--- src/hdl/macs_pkg.sv ---
// Shared types and constants for the motor ADC settle calibration sequencer.
// Used by the history cells, the sequencer, the top level and the port checker.
package macs_pkg;

  localparam int SAMPLE_BITS   = 12;
  localparam int HISTORY_DEPTH = 4;
  localparam int COUNT_BITS    = 16;

  // configuration register indexes
  localparam logic [1:0] CFG_CHANNEL_SELECT = 2'd0;
  localparam logic [1:0] CFG_PRECISION_MASK = 2'd1;
  localparam logic [1:0] CFG_TIMEOUT_TICKS  = 2'd2;

  // configuration reset values
  localparam logic [3:0]            CHANNEL_SELECT_RST = 4'd3;
  localparam logic [SAMPLE_BITS-1:0] PRECISION_MASK_RST = 12'd4092;
  localparam logic [COUNT_BITS-1:0]  TIMEOUT_TICKS_RST  = 16'd1000;

  // valid channel window: 3 .. 6 select inputs one to four
  localparam logic [3:0] CHANNEL_FIRST = 4'd3;
  localparam logic [3:0] CHANNEL_LAST  = 4'd6;

  // command codes
  localparam logic CMD_START = 1'b0;
  localparam logic CMD_TICK  = 1'b1;

  // drive request codes
  localparam logic [1:0] DRIVE_NONE = 2'd0;
  localparam logic [1:0] DRIVE_UP   = 2'd1;
  localparam logic [1:0] DRIVE_DOWN = 2'd2;

  // external phase codes
  localparam logic [3:0] PHASE_CODE_START   = 4'd0;
  localparam logic [3:0] PHASE_CODE_ARM_UP  = 4'd1;
  localparam logic [3:0] PHASE_CODE_DRV_UP  = 4'd2;
  localparam logic [3:0] PHASE_CODE_WAIT_UP = 4'd3;
  localparam logic [3:0] PHASE_CODE_CAP_UP  = 4'd4;
  localparam logic [3:0] PHASE_CODE_ARM_DN  = 4'd5;
  localparam logic [3:0] PHASE_CODE_DRV_DN  = 4'd6;
  localparam logic [3:0] PHASE_CODE_WAIT_DN = 4'd7;
  localparam logic [3:0] PHASE_CODE_CAP_DN  = 4'd8;
  localparam logic [3:0] PHASE_CODE_SETTLE  = 4'd9;
  localparam logic [3:0] PHASE_CODE_FINISH  = 4'd10;
  localparam logic [3:0] PHASE_CODE_IDLE    = 4'd11;

  typedef enum logic [11:0] {
    PH_START   = 12'b0000_0000_0001,
    PH_ARM_UP  = 12'b0000_0000_0010,
    PH_DRV_UP  = 12'b0000_0000_0100,
    PH_WAIT_UP = 12'b0000_0000_1000,
    PH_CAP_UP  = 12'b0000_0001_0000,
    PH_ARM_DN  = 12'b0000_0010_0000,
    PH_DRV_DN  = 12'b0000_0100_0000,
    PH_WAIT_DN = 12'b0000_1000_0000,
    PH_CAP_DN  = 12'b0001_0000_0000,
    PH_SETTLE  = 12'b0010_0000_0000,
    PH_FINISH  = 12'b0100_0000_0000,
    PH_IDLE    = 12'b1000_0000_0000
  } phase_t;

  typedef struct packed {
    logic                   command;
    logic [SAMPLE_BITS-1:0] adc_in_one;
    logic [SAMPLE_BITS-1:0] adc_in_two;
    logic [SAMPLE_BITS-1:0] adc_in_three;
    logic [SAMPLE_BITS-1:0] adc_in_four;
  } in_beat_t;

  typedef struct packed {
    logic [3:0]             phase_code;
    logic [1:0]             drive_request;
    logic [SAMPLE_BITS-1:0] reading_up;
    logic [SAMPLE_BITS-1:0] reading_down;
    logic                   done_res;
    logic                   timeout_flag;
    logic                   channel_error;
  } out_beat_t;

  // control from the sequencer to every history cell
  typedef struct packed {
    logic                   clear;    // zero all entries
    logic                   home;     // write pointer back to entry zero
    logic                   advance;  // pass the write token to the next cell
    logic                   write;    // token holder stores the sample
    logic [SAMPLE_BITS-1:0] sample;
  } hist_ctl_t;

  function automatic logic [3:0] phase_code(phase_t ph);
    logic [3:0] code;
    unique case (ph)
      PH_START:   code = PHASE_CODE_START;
      PH_ARM_UP:  code = PHASE_CODE_ARM_UP;
      PH_DRV_UP:  code = PHASE_CODE_DRV_UP;
      PH_WAIT_UP: code = PHASE_CODE_WAIT_UP;
      PH_CAP_UP:  code = PHASE_CODE_CAP_UP;
      PH_ARM_DN:  code = PHASE_CODE_ARM_DN;
      PH_DRV_DN:  code = PHASE_CODE_DRV_DN;
      PH_WAIT_DN: code = PHASE_CODE_WAIT_DN;
      PH_CAP_DN:  code = PHASE_CODE_CAP_DN;
      PH_SETTLE:  code = PHASE_CODE_SETTLE;
      PH_FINISH:  code = PHASE_CODE_FINISH;
      default:    code = PHASE_CODE_IDLE;
    endcase
    return code;
  endfunction

endpackage

--- src/hdl/macs_hist_cell.sv ---
// One entry of the sample history ring: holds a sample and a share of the
// write token, and extends the settle compare chain. Depends on macs_pkg.
module macs_hist_cell #(
  parameter bit HOME = 1'b0
) (
  input  logic                            clk,
  input  logic                            rst,
  input  macs_pkg::hist_ctl_t             ctl,
  input  logic [macs_pkg::SAMPLE_BITS-1:0] mask,
  input  logic                            token_in,
  input  logic [macs_pkg::SAMPLE_BITS-1:0] ref_in,
  input  logic                            eq_in,
  output logic                            token,
  output logic [macs_pkg::SAMPLE_BITS-1:0] mval,
  output logic                            eq_out
);

  logic [macs_pkg::SAMPLE_BITS-1:0] value;
  logic [macs_pkg::SAMPLE_BITS-1:0] value_next;
  logic                             token_next;

  always_comb begin
    priority if (ctl.clear) begin
      value_next = '0;
    end else if (ctl.write && token) begin
      value_next = ctl.sample;
    end else begin
      value_next = value;
    end
  end

  always_comb begin
    priority if (ctl.home) begin
      token_next = HOME;
    end else if (ctl.advance) begin
      token_next = token_in;
    end else begin
      token_next = token;
    end
  end

  // compare against the post-write contents, as the step decides on them
  assign mval   = value_next & mask;
  assign eq_out = eq_in && (mval == ref_in);

  always_ff @(posedge clk) begin
    if (rst) begin
      value <= '0;
      token <= HOME;
    end else begin
      value <= value_next;
      token <= token_next;
    end
  end

endmodule

--- src/hdl/macs_seq.sv ---
// Phase sequencer: tick counter, captured readings and status flags; drives
// the history cells and forms the result beat. Depends on macs_pkg.
module macs_seq (
  input  logic                             clk,
  input  logic                             rst,
  input  logic                             step,
  input  macs_pkg::in_beat_t               beat,
  input  logic [3:0]                       channel_select,
  input  logic [macs_pkg::COUNT_BITS-1:0]  timeout_ticks,
  input  logic                             settled,
  output macs_pkg::hist_ctl_t              ctl,
  output macs_pkg::out_beat_t              result
);

  macs_pkg::phase_t                 phase, phase_next, nxt;
  logic [macs_pkg::COUNT_BITS-1:0]  tick_count, tick_next, tick_inc;
  logic [macs_pkg::SAMPLE_BITS-1:0] captured_up, captured_up_next;
  logic [macs_pkg::SAMPLE_BITS-1:0] captured_down, captured_down_next;
  logic                             timed_out, timed_out_next;
  logic                             channel_fault, channel_fault_next;
  logic                             finished, finished_next;
  logic [1:0]                       drive;
  logic                             chan_ok;
  logic [1:0]                       chan_idx;
  logic [macs_pkg::SAMPLE_BITS-1:0] sample;
  logic                             expired;
  logic                             working;

  assign chan_ok  = (channel_select >= macs_pkg::CHANNEL_FIRST) &&
                    (channel_select <= macs_pkg::CHANNEL_LAST);
  assign chan_idx = 2'(channel_select - macs_pkg::CHANNEL_FIRST);

  always_comb begin
    unique case (chan_idx)
      2'd0:    sample = beat.adc_in_one;
      2'd1:    sample = beat.adc_in_two;
      2'd2:    sample = beat.adc_in_three;
      default: sample = beat.adc_in_four;
    endcase
  end

  // saturating count
  assign tick_inc = (tick_count == '1) ? tick_count : tick_count + 1'b1;
  assign expired  = tick_inc >= timeout_ticks;
  assign working  = (phase != macs_pkg::PH_FINISH) && (phase != macs_pkg::PH_IDLE);

  always_comb begin
    phase_next         = phase;
    nxt                = phase;
    tick_next          = tick_count;
    captured_up_next   = captured_up;
    captured_down_next = captured_down;
    timed_out_next     = timed_out;
    channel_fault_next = channel_fault;
    finished_next      = finished;
    drive              = macs_pkg::DRIVE_NONE;
    ctl                = '0;
    ctl.sample         = sample;

    if (step) begin
      priority if (beat.command == macs_pkg::CMD_START) begin
        phase_next         = macs_pkg::PH_START;
        tick_next          = '0;
        finished_next      = 1'b0;
        timed_out_next     = 1'b0;
        channel_fault_next = 1'b0;
        ctl.clear          = 1'b1;
        ctl.home           = 1'b1;
      end else if (phase == macs_pkg::PH_FINISH) begin
        finished_next = 1'b1;
        phase_next    = macs_pkg::PH_IDLE;
      end else if (working) begin
        tick_next = tick_inc;
        if (expired) begin
          timed_out_next = 1'b1;
        end
        unique case (phase)
          macs_pkg::PH_START: begin
            ctl.clear     = 1'b1;
            finished_next = 1'b0;
            nxt           = macs_pkg::PH_ARM_UP;
          end
          macs_pkg::PH_ARM_UP: begin
            tick_next     = '0;
            ctl.home      = 1'b1;
            finished_next = 1'b0;
            nxt           = macs_pkg::PH_DRV_UP;
          end
          macs_pkg::PH_DRV_UP: begin
            drive = macs_pkg::DRIVE_UP;
            nxt   = macs_pkg::PH_WAIT_UP;
          end
          macs_pkg::PH_WAIT_UP: begin
            ctl.write   = chan_ok;
            ctl.advance = 1'b1;
            if (!chan_ok) begin
              channel_fault_next = 1'b1;
            end
            nxt = settled ? macs_pkg::PH_CAP_UP : macs_pkg::PH_WAIT_UP;
          end
          macs_pkg::PH_CAP_UP: begin
            if (chan_ok) begin
              captured_up_next = sample;
            end else begin
              channel_fault_next = 1'b1;
            end
            nxt = macs_pkg::PH_ARM_DN;
          end
          macs_pkg::PH_ARM_DN: begin
            tick_next     = '0;
            ctl.home      = 1'b1;
            finished_next = 1'b0;
            nxt           = macs_pkg::PH_DRV_DN;
          end
          macs_pkg::PH_DRV_DN: begin
            drive = macs_pkg::DRIVE_DOWN;
            nxt   = macs_pkg::PH_WAIT_DN;
          end
          macs_pkg::PH_WAIT_DN: begin
            ctl.write   = chan_ok;
            ctl.advance = 1'b1;
            if (!chan_ok) begin
              channel_fault_next = 1'b1;
            end
            nxt = settled ? macs_pkg::PH_CAP_DN : macs_pkg::PH_WAIT_DN;
          end
          macs_pkg::PH_CAP_DN: begin
            if (chan_ok) begin
              captured_down_next = sample;
            end else begin
              channel_fault_next = 1'b1;
            end
            nxt = macs_pkg::PH_SETTLE;
          end
          default: begin
            nxt = macs_pkg::PH_FINISH;
          end
        endcase
        // timeout overrides the phase's own successor
        phase_next = expired ? macs_pkg::PH_FINISH : nxt;
      end else begin
        phase_next = phase;
      end
    end
  end

  always_comb begin
    result.phase_code    = macs_pkg::phase_code(phase_next);
    result.drive_request = drive;
    result.reading_up    = captured_up_next;
    result.reading_down  = captured_down_next;
    result.done_res      = finished_next;
    result.timeout_flag  = timed_out_next;
    result.channel_error = channel_fault_next;
  end

  always_ff @(posedge clk) begin
    if (rst) begin
      phase         <= macs_pkg::PH_IDLE;
      tick_count    <= '0;
      captured_up   <= '0;
      captured_down <= '0;
      timed_out     <= 1'b0;
      channel_fault <= 1'b0;
      finished      <= 1'b0;
    end else begin
      phase         <= phase_next;
      tick_count    <= tick_next;
      captured_up   <= captured_up_next;
      captured_down <= captured_down_next;
      timed_out     <= timed_out_next;
      channel_fault <= channel_fault_next;
      finished      <= finished_next;
    end
  end

endmodule

--- src/hdl/motor_adc_settle_calibration_fsm.sv ---
// Top level of the motor ADC settle calibration sequencer: configuration
// registers, sequencer, history cell ring and output skid. Depends on macs_pkg.
//
// Each accepted input beat is one command (start or timer tick) and yields
// exactly one result beat. The whole step, including the four-entry masked
// settle compare along the history cell chain, completes in the cycle the
// beat is accepted, so the block takes one beat per clock while in_stall is
// low, and the result is registered. Results leave through a two-deep
// output register; in_stall rises only when both slots hold results that
// the downstream side has not taken. The user must write configuration
// registers through the plain write port while the block is idle; unenforced.
module motor_adc_settle_calibration_fsm (
  input  logic                clk,
  input  logic                rst,
  input  logic                in_valid,
  output logic                in_stall,
  input  macs_pkg::in_beat_t  in_data,
  output logic                out_valid,
  input  logic                out_stall,
  output macs_pkg::out_beat_t out_data,
  input  logic                cfg_write_en,
  input  logic [1:0]          cfg_index,
  input  logic [15:0]         cfg_data
);

  localparam int N = macs_pkg::HISTORY_DEPTH;

  logic [3:0]                       channel_select;
  logic [macs_pkg::SAMPLE_BITS-1:0] precision_mask;
  logic [macs_pkg::COUNT_BITS-1:0]  timeout_ticks;

  logic                             step;
  macs_pkg::hist_ctl_t              ctl;
  macs_pkg::out_beat_t              result;
  logic [N-1:0]                     token;
  logic [N-1:0]                     eq;
  logic [macs_pkg::SAMPLE_BITS-1:0] mval [N];

  logic                             skid_valid;
  macs_pkg::out_beat_t              skid_data;
  logic                             pop;

  always_ff @(posedge clk) begin
    if (rst) begin
      channel_select <= macs_pkg::CHANNEL_SELECT_RST;
      precision_mask <= macs_pkg::PRECISION_MASK_RST;
      timeout_ticks  <= macs_pkg::TIMEOUT_TICKS_RST;
    end else if (cfg_write_en) begin
      unique case (cfg_index)
        macs_pkg::CFG_CHANNEL_SELECT: channel_select <= cfg_data[3:0];
        macs_pkg::CFG_PRECISION_MASK: precision_mask <= cfg_data[macs_pkg::SAMPLE_BITS-1:0];
        macs_pkg::CFG_TIMEOUT_TICKS:  timeout_ticks  <= cfg_data;
        default: ;
      endcase
    end
  end

  assign in_stall = skid_valid;
  assign step     = in_valid && !in_stall;
  assign pop      = out_valid && !out_stall;

  macs_seq u_seq (
    .clk            (clk),
    .rst            (rst),
    .step           (step),
    .beat           (in_data),
    .channel_select (channel_select),
    .timeout_ticks  (timeout_ticks),
    .settled        (eq[N-1]),
    .ctl            (ctl),
    .result         (result)
  );

  // ring of history cells; the write token walks from cell to cell
  for (genvar i = 0; i < N; i++) begin : g_cell
    macs_hist_cell #(
      .HOME (i == 0)
    ) u_cell (
      .clk      (clk),
      .rst      (rst),
      .ctl      (ctl),
      .mask     (precision_mask),
      .token_in (token[(i + N - 1) % N]),
      .ref_in   (mval[0]),
      .eq_in    ((i == 0) ? 1'b1 : eq[(i + N - 1) % N]),
      .token    (token[i]),
      .mval     (mval[i]),
      .eq_out   (eq[i])
    );
  end

  always_ff @(posedge clk) begin
    if (rst) begin
      out_valid  <= 1'b0;
      skid_valid <= 1'b0;
    end else begin
      priority if (skid_valid) begin
        if (pop) begin
          out_valid  <= 1'b1;
          skid_valid <= 1'b0;
        end
      end else if (step) begin
        if (!out_valid || pop) begin
          out_valid <= 1'b1;
        end else begin
          skid_valid <= 1'b1;
        end
      end else if (pop) begin
        out_valid <= 1'b0;
      end
    end
  end

  always_ff @(posedge clk) begin
    priority if (skid_valid) begin
      if (pop) begin
        out_data <= skid_data;
      end
    end else if (step) begin
      if (!out_valid || pop) begin
        out_data <= result;
      end else begin
        skid_data <= result;
      end
    end
  end

endmodule

--- config.mk ---
export PLATFORM = sky130hd
export DESIGN_NAME = motor_adc_settle_calibration_fsm
export DESIGN_NICKNAME = d
export VERILOG_FILES = /design/src/hdl/macs_pkg.sv /design/src/hdl/macs_hist_cell.sv /design/src/hdl/macs_seq.sv /design/src/hdl/motor_adc_settle_calibration_fsm.sv
export SDC_FILE = /design/constraint.sdc
export NUM_CORES = 1
export LEC_CHECK = 0
export BUFFER_PORTS_ARGS = -buffer_cell sky130_fd_sc_hd__buf_2
export CAP_MARGIN = 20
export CORE_UTILIZATION = 46
export DETAILED_ROUTE_END_ITERATION = 10
export PLACE_DENSITY_LB_ADDON = 0.1
export SLEW_MARGIN = 15
export SYNTH_ARGS = -nofsm -noshare
export SYNTH_HDL_FRONTEND = slang
export SYNTH_SLANG_ARGS = --single-unit
export TNS_END_PERCENT = 50
--- constraint.sdc ---
create_clock -name clk -period 5.24 [get_ports clk]
set_input_delay 0.524 -clock clk [delete_from_list [all_inputs] [get_ports clk]]
set_output_delay 0.524 -clock clk [all_outputs]
set_load 0.01 [all_outputs]
==> results.md <==
Hold path:
- The number of stages on the worst hold path is 2.
- The origin of the worst min-delay path is cfg_data[5].
- The type of the most critical hold path is in -> reg.
- The endpoint with the worst hold slack is timeout_ticks[5].

Layout:
- Leaving out fill and tap cells, the most frequent cell in the layout is sky130_fd_sc_hd__nand2_1.
- The net total in the final layout is 1,423.
- The library cells used most frequently in the layout, excluding fill and tap cells, are sky130_fd_sc_hd__nand2_1, sky130_fd_sc_hd__dfxtp_1, sky130_fd_sc_hd__buf_2.
- The share of final-layout standard cells stronger than drive strength 1 is 23.5%.
- Summing all flip-flop and latch instances after layout gives 4810 um2.
- The filler cell count is 2,165.
- Compared with the post-synthesis result, the final layout area differs by 17.9%.
- 0 antenna diodes ended up in the layout.
- The area used by multi-input combinational logic is 6110 um2.
- Once layout is complete, the utilization of the core stands at 55.9%.

Routing:
- After detailed routing, the average wire length per cell comes to 18.8 um.
- The pre-antenna-repair detailed-routing pass consisted of 5 iterations.
- The total number of vias is 9,640.
- After detailed routing, the total wire length is 31,400 um.
- After the first detailed-routing iteration, the DRC count stood at 750.
- After detailed routing, the number of remaining DRC violations is 0.
- The detail route stage leaves a number of antenna-violating nets equal to 0.
- The mean number of vias per cell is 5.77.

Synthesis:
- The leading register cell type out of synthesis is sky130_fd_sc_hd__dfxtp_1.
- The yosys synthesis warning count is 0.
- The number of flops mapped to enable cells by yosys is 66.
- The number of nets in the synthesized netlist is 1,311.
- The share of flip-flops with an asynchronous set or reset after synthesis is 0%.
- In this run, distinct cell masters in the synthesized netlist total 81.
- The gate count of the mapped netlist is 1,222.
- The cell area after technology mapping is 11,300 um2.
- The mean instance size in the synthesized netlist is 9.21 um2.
- The fraction of the yosys area taken by sequential cells is 42.7%.
- Counting flops and latches in the post-synthesis netlist gives 207.

Clocking:
- The maximum clock insertion buffer count is 3.
- The number of clock sinks seen by CTS is 207.
- The CTS tree is done.
- The H-tree depth is 1.
- The clock transition at the register clock pins on the worst setup and hold paths after CTS is 0.06 ns.
- The clock latency reported for the late side of the worst-skew pair is 0.53 ns.
- The number of hold buffers added after CTS was 0.
- The clock tree root buffer cell is sky130_fd_sc_hd__clkbuf_16.
- In this run, CTS created clock tree buffers numbering 23.

Run status:
- The run finished with clean final reports.

Die:
- The die covers 25,100 um2.
- 107 I/O pins were placed.
- The core box area is 23,800 um2.
- The effective utilization at floorplan is 47.4%.
- The horizontal extent of the die is 158 um.
- The die height is 158 um.
- The number of placement rows is 56.

STA:
- The worst-case headroom to the max-slew limit is 28.3%.
- The final clock period utilization by the worst path is 96.8%.
- The time the final worst path needs with I/O delays and setup is 5.07 ns.
- The hold violation count in the final report is 0.
- The count of pins over their slew limit is 0.
- After layout, the worst setup slack is 0.166 ns.
- The count of endpoints failing setup in the final report is 0.
- The timing-limited maximum frequency is 197 MHz.
- On the final layout, the worst clock skew is 0.0302 ns.
- The slew of the pin with the lowest slew margin is 1.07 ns.

Setup path:
- The required time at the worst-slack endpoint is 5.50 ns.
- The kind of capture point of the worst setup path is a flip-flop.
- The start of the worst register-to-register path is u_seq.tick_count[5].
- The path type of the worst setup path is reg -> reg.
- The data arrival time of the critical path is 5.33 ns.
- The maximum fanout encountered on the critical timing path is 7.
- The worst-case reg-to-reg path depth is 19.
- The endpoint identified for the worst register-to-register timing path is out_data[30].
- The nature of the critical path startpoint is a flip-flop.
- The worst reg-to-reg setup slack is 0.17 ns.

Job:
- Across the run, the number of max-cap violations was 0.

Placed design:
- Prior to clock tree synthesis, the placed netlist has a worst setup slack of -0.0394 ns.
- Buffers placed on the I/O ports in this run total 106.
- The HPWL after detailed placement is 22,100 um.
- The final weighted congestion of routability-driven global placement is 0.918.

Global route:
- The largest net degree at the start of global routing is 92.
- The global-route wire length before repair is 49,000 um.
- Global routing used 25.4% of the available tracks.
- The via count of the first global-routing pass is 8,912.
- Summed over all layers, the global routing overflow is 0.
- The number of antenna violations at the first check in global routing is 0.

Power and ir drop:
- The worst-case vdd ir drop is 232 uV.
- The standby leakage power is 5.19 nW.
- In this run the power density over the cells is 289 nW/um2.
-- worst max-delay path by stage --
stage	endpoint	slack, ns	startpoint
floorplan	out_data[29]	0.01	u_seq.tick_count[6]
global placement	out_data[30]	0.07	u_seq.tick_count[8]
detailed placement	out_data[30]	-0.04	u_seq.tick_count[8]
CTS	out_data[30]	0.05	u_seq.tick_count[9]
global route	out_data[30]	-0.05	u_seq.tick_count[5]
finish	out_data[30]	0.17	u_seq.tick_count[5]
-- layout make-up --
class | count | area share, %
tap | 319 | 3.01
clock inverter | 11 | 1.26
inverter | 24 | 0.679
sequential | 207 | 36.2
timing repair buffer | 174 | 7.84
multi-input combinational | 904 | 46.0
clock buffer | 31 | 4.95
-- cell families (layout without fill, tap and decap cells) --
logic type      Yosys count  count (layout)  synth area share, %
mux                      90              90                 9.91
flops                   207             207                 42.7
compound gates          261             261                 15.7
fa+ha+maj                17              17                 1.89
xor+xnor                 56              56                 4.36
simple gates            480             480                 21.5
buf+inv                 111             240                 3.94
-- layer usage --
layer / wire, um / vias up / track usage [%]
met2: 14000 / 371 / 40.3
met4: 693 / 0 / 7.01
met5: 0 / - / 0
met3: 2160 / 56 / 3.16
li1: - / 4651 / -
met1: 14500 / 4562 / 36.2
-- registers in the layout, summed over array words and instances (netlist names), 12 cells and up --
signal and count:
u_seq.phase 12, timeout_ticks 16, precision_mask 12, u_seq.captured_up 12
skid_data 33, u_seq.tick_count 16, g_cell.u_cell.value 48, u_seq.captured_down 12
out_data 33
-- Yosys cell counts, types with 10 or more instances --
cell                       count  area (um2)
sky130_fd_sc_hd__a211o_1      12         105
sky130_fd_sc_hd__nor3_1       24         120
sky130_fd_sc_hd__mux2_2       52         586
sky130_fd_sc_hd__mux2i_1      26         260
sky130_fd_sc_hd__clkbuf_1     64         240
sky130_fd_sc_hd__inv_1        23        86.3
sky130_fd_sc_hd__edfxtp_1     66        1980
sky130_fd_sc_hd__dfxtp_1     141        2820
sky130_fd_sc_hd__nand3b_1     23         173
sky130_fd_sc_hd__mux4_2       12         270
sky130_fd_sc_hd__buf_2        13        65.1
sky130_fd_sc_hd__nand3_1      27         135
sky130_fd_sc_hd__xor2_1       23         201
sky130_fd_sc_hd__and3_1       17         106
sky130_fd_sc_hd__nand2_1     172         646
sky130_fd_sc_hd__a22oi_1      17         128
sky130_fd_sc_hd__nor2b_1      36         225
sky130_fd_sc_hd__nor2_1       92         345
sky130_fd_sc_hd__a21oi_1      90         450
sky130_fd_sc_hd__ha_1         17         213
sky130_fd_sc_hd__o21ai_0      44         220
sky130_fd_sc_hd__and2_1       12        75.1
sky130_fd_sc_hd__xnor2_1      33         289
sky130_fd_sc_hd__o211ai_1     10        75.1
sky130_fd_sc_hd__nand4_1      18         113
-- stage by stage --
step,instance area (um2),hold slack [ns],TNS (ns),instances,total power [W]
after floorplan,11300,0.432,0,1222,0.00198
after global placement,12400,0.446,0,1623,0.00212
after detailed placement,12400,0.452,-0.0648,1623,0.00212
after CTS,13200,0.225,0,1665,0.00387
after global routing,13300,0.236,-0.0969,1670,0.00398
final,13300,0.248,0,1670,0.00384
-- worst max-delay path, cell delays in order (launching register included) --
cell	delay, ns
sky130_fd_sc_hd__dfxtp_1	0.37
sky130_fd_sc_hd__and4_4	0.24
sky130_fd_sc_hd__and4_4	0.23
sky130_fd_sc_hd__and2_4	0.15
sky130_fd_sc_hd__nand3_1	0.08
sky130_fd_sc_hd__and3_1	0.22
sky130_fd_sc_hd__and2_1	0.20
sky130_fd_sc_hd__and3_1	0.22
sky130_fd_sc_hd__xor2_1	0.15
sky130_fd_sc_hd__ha_1	0.29
sky130_fd_sc_hd__nand2_1	0.06
sky130_fd_sc_hd__or4_1	0.52
sky130_fd_sc_hd__o21ai_4	0.27
sky130_fd_sc_hd__or3_4	0.21
sky130_fd_sc_hd__o2111ai_2	0.17
sky130_fd_sc_hd__nor2_2	0.21
sky130_fd_sc_hd__nand2_2	0.11
sky130_fd_sc_hd__a311o_1	0.39
sky130_fd_sc_hd__or4b_4	0.50
sky130_fd_sc_hd__a31o_1	0.22
-- power by group --
part / switching [W] / internal (W) / leakage, nW
sequential: 0.0000205 / 0.00170 / 1.77
combinational: 0.000235 / 0.000142 / 3.02
clock: 0.000667 / 0.00108 / 0.399
-- what timing repair did --
action / 4_1_cts / 5_1_grt
buffers inserted: 0 / 5
endpoints found under the setup margin: 2 / 8
cloned: 0 / 0
resized for setup: 1 / 17
pin swaps: 0 / 5
No activity file was read; power rests on OpenSTA's default activity.
